## src/mcms_pkg.sv

```systemverilog
// ----------------------------------------------------------------------------
// mcms_pkg
// shared types and constants of the masked column mean / deviation unit
// ----------------------------------------------------------------------------
package mcms_pkg;

  localparam int SAMPLE_W     = 24;
  localparam int QUALITY_BITS = 16;
  localparam int COUNT_OUT_W  = 13;
  localparam int COLUMN_MAX_D = 4096;
  localparam int FRAC_BITS    = 8;

  typedef enum logic {
    REG_QUALITY_MASK   = 1'b0,
    REG_QUALITY_ENABLE = 1'b1
  } reg_index_t;

  typedef struct packed {
    logic signed [SAMPLE_W-1:0]     sample;
    logic                           sample_bad;
    logic        [QUALITY_BITS-1:0] quality_word;
    logic                           last_in_column;
  } in_word_t;

  typedef struct packed {
    logic signed [31:0]            mean_value;
    logic        [31:0]            std_dev;
    logic        [COUNT_OUT_W-1:0] good_count;
    logic                          result_valid;
    logic                          overflow;
  } out_word_t;

endpackage

```

## src/mcms_queue.sv

```systemverilog
// ----------------------------------------------------------------------------
// mcms_queue
// two-entry queue of finished column sums between front and back
// ----------------------------------------------------------------------------
module mcms_queue #(
  parameter int W = 8
) (
  input  logic         clk,
  input  logic         rst,
  input  logic         wr,
  input  logic [W-1:0] wdata,
  input  logic         rd,
  output logic [W-1:0] rdata,
  output logic         full,
  output logic         empty
);

  logic [W-1:0] mem [2];
  logic         wptr;
  logic         rptr;
  logic [1:0]   count;

  assign full  = (count == 2'd2);
  assign empty = (count == 2'd0);
  assign rdata = mem[rptr];

  always_ff @(posedge clk) begin
    if (wr) begin
      mem[wptr] <= wdata;
    end
  end

  always_ff @(posedge clk) begin
    if (rst) begin
      wptr  <= 1'b0;
      rptr  <= 1'b0;
      count <= 2'd0;
    end else begin
      if (wr) wptr <= ~wptr;
      if (rd) rptr <= ~rptr;
      count <= count + {1'b0, wr} - {1'b0, rd};
    end
  end

endmodule

```

## src/mcms_front.sv

```systemverilog
// ----------------------------------------------------------------------------
// mcms_front
// sample screening and running sums, one sample a cycle while take is high
// ----------------------------------------------------------------------------
module mcms_front
  import mcms_pkg::*;
#(
  parameter int COLUMN_MAX = COLUMN_MAX_D,
  parameter int CNT_W      = 13,
  parameter int S1_W       = 37,
  parameter int S2_W       = 59
) (
  input  logic                          clk,
  input  logic                          rst,
  input  logic                          take,
  input  in_word_t                      item,
  input  logic [QUALITY_BITS-1:0]       quality_mask,
  input  logic                          quality_enable,
  output logic                          rec_wr,
  output logic [1+CNT_W+S2_W+S1_W-1:0]  rec
);

  logic signed [S1_W-1:0]     running_sum, running_sum_next;
  logic        [S2_W-1:0]     running_square_sum, running_square_sum_next;
  logic        [CNT_W-1:0]    sample_count, sample_count_next;
  logic                       overflow_seen, overflow_seen_next;
  logic                       good;
  logic        [SAMPLE_W-1:0] mag;
  logic        [2*SAMPLE_W-1:0] sq;

  always_comb begin
    good = !item.sample_bad &&
           !(quality_enable && ((item.quality_word & quality_mask) != '0));
    mag  = item.sample[SAMPLE_W-1] ? SAMPLE_W'(-item.sample) : item.sample;
    sq   = mag * mag;
    running_sum_next        = running_sum;
    running_square_sum_next = running_square_sum;
    sample_count_next       = sample_count;
    overflow_seen_next      = overflow_seen;
    if (good) begin
      if (sample_count >= CNT_W'(COLUMN_MAX)) begin
        overflow_seen_next = 1'b1;
      end else begin
        running_sum_next        = running_sum + S1_W'(item.sample);
        running_square_sum_next = running_square_sum + S2_W'(sq);
        sample_count_next       = sample_count + 1'b1;
      end
    end
  end

  assign rec_wr = take && item.last_in_column;
  assign rec    = {overflow_seen_next, sample_count_next,
                   running_square_sum_next, running_sum_next};

  always_ff @(posedge clk) begin
    if (rst || rec_wr) begin
      running_sum        <= '0;
      running_square_sum <= '0;
      sample_count       <= '0;
      overflow_seen      <= 1'b0;
    end else if (take) begin
      running_sum        <= running_sum_next;
      running_square_sum <= running_square_sum_next;
      sample_count       <= sample_count_next;
      overflow_seen      <= overflow_seen_next;
    end
  end

endmodule

```

## src/mcms_back.sv

```systemverilog
// ----------------------------------------------------------------------------
// mcms_back
// per-column sequencer: shift-add multiply, restoring divide, bitwise root
// ----------------------------------------------------------------------------
module mcms_back
  import mcms_pkg::*;
#(
  parameter int CNT_W = 13,
  parameter int S1_W  = 37,
  parameter int S2_W  = 59
) (
  input  logic                          clk,
  input  logic                          rst,
  input  logic                          rec_empty,
  input  logic [1+CNT_W+S2_W+S1_W-1:0]  rec,
  output logic                          rec_rd,
  input  logic                          pop,
  output logic                          empty,
  output out_word_t                     result
);

  localparam int PW     = 2 * S1_W;
  localparam int QW     = PW + 2 * FRAC_BITS;
  localparam int DS_W   = 2 * CNT_W;
  localparam int RW     = QW / 2;
  localparam int STEP_W = $clog2(QW + 1);

  typedef enum logic [2:0] {
    IDLE, DIVM, MULA, MULB, SUB, DIVQ, SQRT, DONE
  } state_t;

  state_t                 state;
  logic [S2_W-1:0]        s2;
  logic [CNT_W-1:0]       n;
  logic                   ovf;
  logic                   neg;
  logic [S1_W-1:0]        mag;
  logic [PW-1:0]          acc, ma, prod;
  logic [S1_W-1:0]        mb;
  logic [QW-1:0]          dq;
  logic [DS_W-1:0]        rem, dvs;
  logic [RW-1:0]          root;
  logic [RW+1:0]          srem;
  logic [STEP_W-1:0]      cnt;
  logic [31:0]            mean_r;
  logic [31:0]            sd_r;

  logic signed [S1_W-1:0] rec_s1;
  logic [DS_W:0]          div_sh, div_tr;
  logic [RW+3:0]          sq_sh, sq_tr;
  logic [PW-1:0]          diff;
  logic                   last_step;
  logic [31:0]            quo_last;

  always_comb begin
    rec_s1    = rec[S1_W-1:0];
    div_sh    = {rem, dq[QW-1]};
    div_tr    = div_sh - {1'b0, dvs};
    sq_sh     = {srem, dq[QW-1:QW-2]};
    sq_tr     = {2'b00, root, 2'b01};
    diff      = (prod >= acc) ? prod - acc : '0;
    last_step = (cnt == STEP_W'(1));
    // quotient including the bit settled this cycle
    quo_last  = {dq[30:0], !div_tr[DS_W]};
  end

  assign rec_rd = (state == IDLE) && !rec_empty;

  always_ff @(posedge clk) begin
    if (rst) begin
      state <= IDLE;
      empty <= 1'b1;
    end else begin
      if ((state == DONE) && (empty || pop)) empty <= 1'b0;
      else if (pop && !empty) empty <= 1'b1;
      case (state)
        IDLE: begin
          if (!rec_empty) begin
            s2     <= rec[S1_W +: S2_W];
            n      <= rec[S1_W+S2_W +: CNT_W];
            ovf    <= rec[S1_W+S2_W+CNT_W];
            neg    <= rec_s1[S1_W-1];
            mag    <= rec_s1[S1_W-1] ? S1_W'(-rec_s1) : rec_s1;
            mean_r <= '0;
            sd_r   <= '0;
            state  <= (rec[S1_W+S2_W +: CNT_W] == '0) ? DONE : DIVM;
            dq     <= QW'(rec_s1[S1_W-1] ? S1_W'(-rec_s1) : rec_s1) << FRAC_BITS;
            dvs    <= DS_W'(rec[S1_W+S2_W +: CNT_W]);
            rem    <= '0;
            cnt    <= STEP_W'(QW);
          end
        end
        DIVM, DIVQ: begin
          // one quotient bit a cycle
          if (!div_tr[DS_W]) begin
            rem <= div_tr[DS_W-1:0];
            dq  <= {dq[QW-2:0], 1'b1};
          end else begin
            rem <= div_sh[DS_W-1:0];
            dq  <= {dq[QW-2:0], 1'b0};
          end
          if (!last_step) begin
            cnt <= cnt - 1'b1;
          end else if (state == DIVM) begin
            mean_r <= neg ? 32'(-quo_last) : quo_last;
            acc    <= '0;
            ma     <= PW'(s2);
            mb     <= S1_W'(n);
            cnt    <= STEP_W'(CNT_W);
            state  <= (n == CNT_W'(1)) ? DONE : MULA;
          end else begin
            srem  <= '0;
            root  <= '0;
            cnt   <= STEP_W'(RW);
            state <= SQRT;
          end
        end
        MULA, MULB: begin
          if (!last_step) begin
            if (mb[0]) acc <= acc + ma;
            ma  <= ma << 1;
            mb  <= mb >> 1;
            cnt <= cnt - 1'b1;
          end else if (state == MULA) begin
            prod  <= mb[0] ? acc + ma : acc;
            acc   <= '0;
            ma    <= PW'(mag);
            mb    <= mag;
            cnt   <= STEP_W'(S1_W);
            state <= MULB;
          end else begin
            if (mb[0]) acc <= acc + ma;
            state <= SUB;
          end
        end
        SUB: begin
          dq    <= {diff, {(2*FRAC_BITS){1'b0}}};
          dvs   <= DS_W'(n) * DS_W'(n - 1'b1);
          rem   <= '0;
          cnt   <= STEP_W'(QW);
          state <= DIVQ;
        end
        SQRT: begin
          // two radicand bits a cycle
          if (sq_sh >= sq_tr) begin
            srem <= RW'(0) + (RW+2)'(sq_sh - sq_tr);
            root <= {root[RW-2:0], 1'b1};
          end else begin
            srem <= (RW+2)'(sq_sh);
            root <= {root[RW-2:0], 1'b0};
          end
          dq <= dq << 2;
          if (last_step) state <= DONE;
          else cnt <= cnt - 1'b1;
        end
        DONE: begin
          if (empty || pop) begin
            result.mean_value   <= mean_r;
            result.std_dev      <= (n > CNT_W'(1)) ?
                                   ((|root[RW-1:32]) ? 32'hFFFF_FFFF : root[31:0]) : sd_r;
            result.good_count   <= COUNT_OUT_W'(n);
            result.result_valid <= (n != '0);
            result.overflow     <= ovf;
            state               <= IDLE;
          end
        end
        default: state <= IDLE;
      endcase
    end
  end

endmodule

```

## src/masked_column_mean_stddev_unit.sv

```systemverilog
// ----------------------------------------------------------------------------
// masked_column_mean_stddev_unit
// masked per-column mean and sample standard deviation, 8 fractional bits
// ----------------------------------------------------------------------------
//  channel   direction  handshake            word
//  item      in         push / full          in_word_t (one sample)
//  result    out        pop / empty          out_word_t (one per column)
//  config    in         cfg_we, no wait      cfg_index, cfg_data
//
//  samples go in at one a cycle while full is low; the front adds them
//  to exact running sums; a column's sums pass a two-entry queue to a
//  sequencer that divides for the mean, multiplies, subtracts, divides
//  again and takes a root; full rises while both queue entries wait
//  a finished word sits in the result register until popped
//  reset is synchronous and clears sums, the queue and the config registers
// ----------------------------------------------------------------------------
module masked_column_mean_stddev_unit
  import mcms_pkg::*;
#(
  parameter int COLUMN_MAX = COLUMN_MAX_D
) (
  input  logic        clk,
  input  logic        rst,
  input  logic        push,
  output logic        full,
  input  in_word_t    item,
  input  logic        pop,
  output logic        empty,
  output out_word_t   result,
  input  logic        cfg_we,
  input  reg_index_t  cfg_index,
  input  logic [15:0] cfg_data
);

  // count must hold the limit itself
  localparam int CNT_W = $clog2(COLUMN_MAX + 1);
  localparam int S1_W  = SAMPLE_W + CNT_W;
  localparam int S2_W  = 2 * SAMPLE_W - 2 + CNT_W;
  localparam int REC_W = 1 + CNT_W + S2_W + S1_W;

  logic [QUALITY_BITS-1:0] quality_mask;
  logic                    quality_enable;
  logic                    take;
  logic                    rec_wr, rec_rd, rec_empty;
  logic [REC_W-1:0]        rec_in, rec_out;

  // configuration registers
  always_ff @(posedge clk) begin
    if (rst) begin
      quality_mask   <= '0;
      quality_enable <= 1'b0;
    end else if (cfg_we) begin
      case (cfg_index)
        REG_QUALITY_MASK:   quality_mask   <= cfg_data;
        REG_QUALITY_ENABLE: quality_enable <= cfg_data[0];
        default: ;
      endcase
    end
  end

  assign take = push && !full;

  mcms_front #(
    .COLUMN_MAX (COLUMN_MAX),
    .CNT_W      (CNT_W),
    .S1_W       (S1_W),
    .S2_W       (S2_W)
  ) u_front (
    .clk            (clk),
    .rst            (rst),
    .take           (take),
    .item           (item),
    .quality_mask   (quality_mask),
    .quality_enable (quality_enable),
    .rec_wr         (rec_wr),
    .rec            (rec_in)
  );

  // column sums waiting for the sequencer
  mcms_queue #(
    .W (REC_W)
  ) u_queue (
    .clk   (clk),
    .rst   (rst),
    .wr    (rec_wr),
    .wdata (rec_in),
    .rd    (rec_rd),
    .rdata (rec_out),
    .full  (full),
    .empty (rec_empty)
  );

  mcms_back #(
    .CNT_W (CNT_W),
    .S1_W  (S1_W),
    .S2_W  (S2_W)
  ) u_back (
    .clk       (clk),
    .rst       (rst),
    .rec_empty (rec_empty),
    .rec       (rec_out),
    .rec_rd    (rec_rd),
    .pop       (pop),
    .empty     (empty),
    .result    (result)
  );

endmodule
```

## config.mk

```make
export PLATFORM = sky130hd
export DESIGN_NAME = masked_column_mean_stddev_unit
export DESIGN_NICKNAME = d
export VERILOG_FILES = /design/src/mcms_pkg.sv /design/src/mcms_queue.sv /design/src/mcms_front.sv /design/src/mcms_back.sv /design/src/masked_column_mean_stddev_unit.sv
export SDC_FILE = /design/constraint.sdc
export NUM_CORES = 2
export LEC_CHECK = 0
export BUFFER_PORTS_ARGS = -buffer_cell sky130_fd_sc_hd__buf_2
export CORE_MARGIN = 2
export CORE_UTILIZATION = 57
export CTS_CLUSTER_DIAMETER = 60
export DETAILED_ROUTE_END_ITERATION = 7
export GPL_ROUTABILITY_DRIVEN = 0
export PLACE_DENSITY = 0.76
export SETUP_SLACK_MARGIN = 0.1
export SLEW_MARGIN = 20
export SYNTH_ARGS = -nofsm -noshare
export SYNTH_HDL_FRONTEND = slang
export SYNTH_HIERARCHICAL = 1
export SYNTH_SLANG_ARGS = --single-unit
```

## constraint.sdc

```tcl
create_clock -name clk -period 10.5 [get_ports clk]
set_input_delay 2.1 -clock clk [delete_from_list [all_inputs] [get_ports clk]]
set_output_delay 2.1 -clock clk [all_outputs]
set_load 0.02 [all_outputs]
```

==> reports/metrics.csv <==
stage;metric;value;unit
routing;final routed DRC violation total;0;
timing;worst clock skew;0.04894;ns
grt;all-layer global routing usage;26.39;%
yosys;ys async rst share;0;%
yosys;Post-Synth XOR/XNOR Area;4.459;%
grt;largest net degree at the start of global routing;140;
floorplan;area of the core;0.1461;mm2
placed_design;Port Buffers;144;
min_path;Endpoint, Worst Hold;u_back/result[50];
clock_tree;Clock Path Buffers;3;
yosys;Yosys reg bits;1078;
yosys;Compound-Gate Fraction of Synth Area;12.69;%
placed_design;dpl cells;10527;
critical_path;kind of cell adding the most delay to the critical path;adder cells;
grt;global-route wire length before repair;323800;um
clock_tree;Clock Sinks;1078;
critical_path;WP data required;11.14;ns
timing;Pins Over Slew Limit;0;
yosys;Post-Syn Area per Cell;9.916;um2
routing;Pre-Repair DR Iteration Count;6;
timing;Fmax;0.09760;GHz
timing;Worst-Margin Slew;1.081;ns
floorplan;Die Height;388.1;um
placed_design;Place WS;-0.7728;ns
timing;final worst path period share;97.58;%
critical_path;crit path from;item[21];
layout;Layout Utilization;63.35;%
critical_path;arrival time of the worst setup path;10.89;ns
run;Max-Cap Viols;0;
routing;Routed WL;202500;um
yosys;Synth Warn #;6;
timing;Worst Slack Setup Final;0.2540;ns
grt;antenna violations before repair;4;
placed_design;DP HPWL;155600;um
timing;clock period minus worst slack;10.25;ns
layout;most frequent cells in the layout;1,066 x inv_1, 942 x edfxtp_1, 900 x nand2_1, 677 x nor2_1, 597 x fa_1;
run_status;status;finished clean;
yosys;Syn Inst Count;8479;
timing;Slew headroom;27.91;%
layout;fin cells;10731;
timing;Setup Viol. Count Final;0;
yosys;synthesized area;0.08407;mm2
layout;multi-input combinational cell area;0.04783;mm2
critical_path;Worst R2R Path Depth;30;
yosys;mux cell area share after synthesis;2.893;%
floorplan;Starting Density;57.55;%
yosys;Post-synth EDFFs;942;
layout;P&R area growth vs syn;10.08;%
layout;most common cell after layout, fill and taps aside;inv_1;
critical_path;worst reg2reg path startpoint;u_back/n[3];
floorplan;total die area;0.1506;mm2
routing;wire per inst;18.87;um
routing;total vias in the final route;63090;
clock_tree;CTS clk-pin slew, worst paths;0.06;ns
layout;FF/Latch Area;0.03101;mm2
routing;Initial DRC Count;6445;
routing;Routed Antenna Nets;0;
yosys;Simple-Gate Fraction of Synth Area;13.59;%
critical_path;reg-to-reg slack, setup;1.11;ns
layout;final net count;9944;
grt;total grt overflow;0;
critical_path;slowest stage cell on the critical path;or4b_1;
timing;Hold WS;0.4175;ns
timing;final hold violation count;0;
layout;Antenna Cells;0;
routing;vias per cell;5.879;
clock_tree;H-tree levels;3;
clock_tree;clock latency on the worst-skew pair;0.71;ns
clock_tree;root buf cell;clkbuf_16;
floorplan;die extent in x;388.1;um
yosys;commonest register cell after synthesis;edfxtp_1;
critical_path;R2R Path End;u_back/dvs[24];
min_path;hold path cells;0;
critical_path;Buf+Inv Stages, Crit Path;8;
min_path;Min-Delay Path Class;flop to flop;
yosys;part of the Yosys area used for sequential elements;36.88;%
floorplan;row count;140;
layout;layout cell share with drive strength beyond 1;11.08;%
clock_tree;CTS Buf Count;105;
timing;RSZ-0062 raised after global routing;true;
yosys;Synth cell types;104;
layout;fillcell total;11501;
critical_path;Setup crit end kind;flop;
critical_path;CP startpoint kind;input pin;
min_path;HP Start;u_back/mean_r[3];
critical_path;slowest stage delay, CP;0.58;ns
grt;number of global-route vias before repair;62190;
yosys;Post-Synth Adder-Cell Area;22.60;%
critical_path;CP max FO;7;
critical_path;WS Path Type;input pin to flop;
yosys;largest family of logic cells by synthesized area;adder cells;
floorplan;I/O pins;145;
clock_tree;CTS tree;built;
critical_path;CP most frequent cell;fa_1;
[metrics by stage]
step           setup TNS (ns)  cell area, um2
3_5_place_dp           -27.20           88690
3_3_place_gp           -16.28           88680
2_1_floorplan               0           84370
4_1_cts                     0           92420
5_1_grt                     0           92550
6_report                    0           92550
[logic make-up after synthesis]
kind of cell    after synthesis
simple gates               2476
compound gates             1677
buf+inv                    1476
flops                      1078
mux                         189
xor+xnor                    423
fa+ha+maj                  1158
other cells                   2
[registers in the layout (all words and copies together), names as in the netlist, 16 cells and up, named ones only]
register,flops
quality_mask,16
u_back/acc,74
u_back/dq,90
u_back/dvs,26
u_back/ma,74
u_back/mag,37
u_back/mb,37
u_back/mean_r,32
u_back/prod,74
u_back/rem,26
u_back/result,79
u_back/root,45
u_back/s2,59
u_back/srem,47
u_front/running_square_sum,59
u_front/running_sum,37
u_queue/mem,220
[area by class of cell]
type                       count  share of cell area, %
multi-input combinational   5941                  51.68
sequential                  1078                  33.51
inverter                    1084                  4.403
timing repair buffer         512                  3.789
clock buffer                 125                  3.091
tap                         1917                  2.592
clock inverter                74                 0.9355
[synth_stat cells (42+ instances only)]
master,count,share of area [%]
o21ai_0,374,2.2
mux2_4,100,1.8
a31oi_1,68,0.51
ha_1,557,8.3
a221oi_1,65,0.68
xor2_1,154,1.6
and3_1,60,0.45
o21a_1,47,0.42
nor2b_1,151,1.1
a21oi_1,526,3.1
edfxtp_1,942,34
clkbuf_1,314,1.4
mux2i_1,57,0.68
nor3_1,72,0.43
dfxtp_1,136,3.2
nand2b_1,156,1.2
nand3_1,143,0.85
fa_1,601,14
o31ai_1,42,0.38
inv_1,1072,4.8
a21o_1,176,1.6
o21bai_1,53,0.47
nand4_1,89,0.66
xnor2_1,264,2.8
a211oi_1,44,0.39
nand2_1,909,4.1
nor2_1,688,3.1
or3_1,42,0.31
[repair_timing]
action,in CTS,in global routing
endpoints found under the setup margin,10,37
hold buffers,0,0
gates resized for setup,1,29
setup buffers,0,4
pin swaps,0,15
[routing by layer]
metal | track usage [%] | vias up | wire length, um
met5 | 0 | - | 23
met4 | 7.832 | 4 | 5829
met3 | 4.239 | 412 | 17000
met2 | 42.86 | 2589 | 93510
met1 | 36.60 | 30591 | 86180
li1 | - | 29494 | -
[worst max-delay path by stage]
| stage | to | cells after the start |
|---|---|---|
| 2_1_floorplan | u_queue/mem[0][88] | 28 |
| 3_3_place_gp | u_front/running_square_sum[56] | 36 |
| 3_5_place_dp | u_front/running_square_sum[52] | 35 |
| 4_1_cts | u_front/running_square_sum[52] | 36 |
| 5_1_grt | u_front/running_square_sum[53] | 30 |
| 6_report | u_front/running_square_sum[53] | 30 |
Power is left out: the tool's default activity adds up to more than one toggle a clock period on the data nets, which glitch-free logic cannot reach.
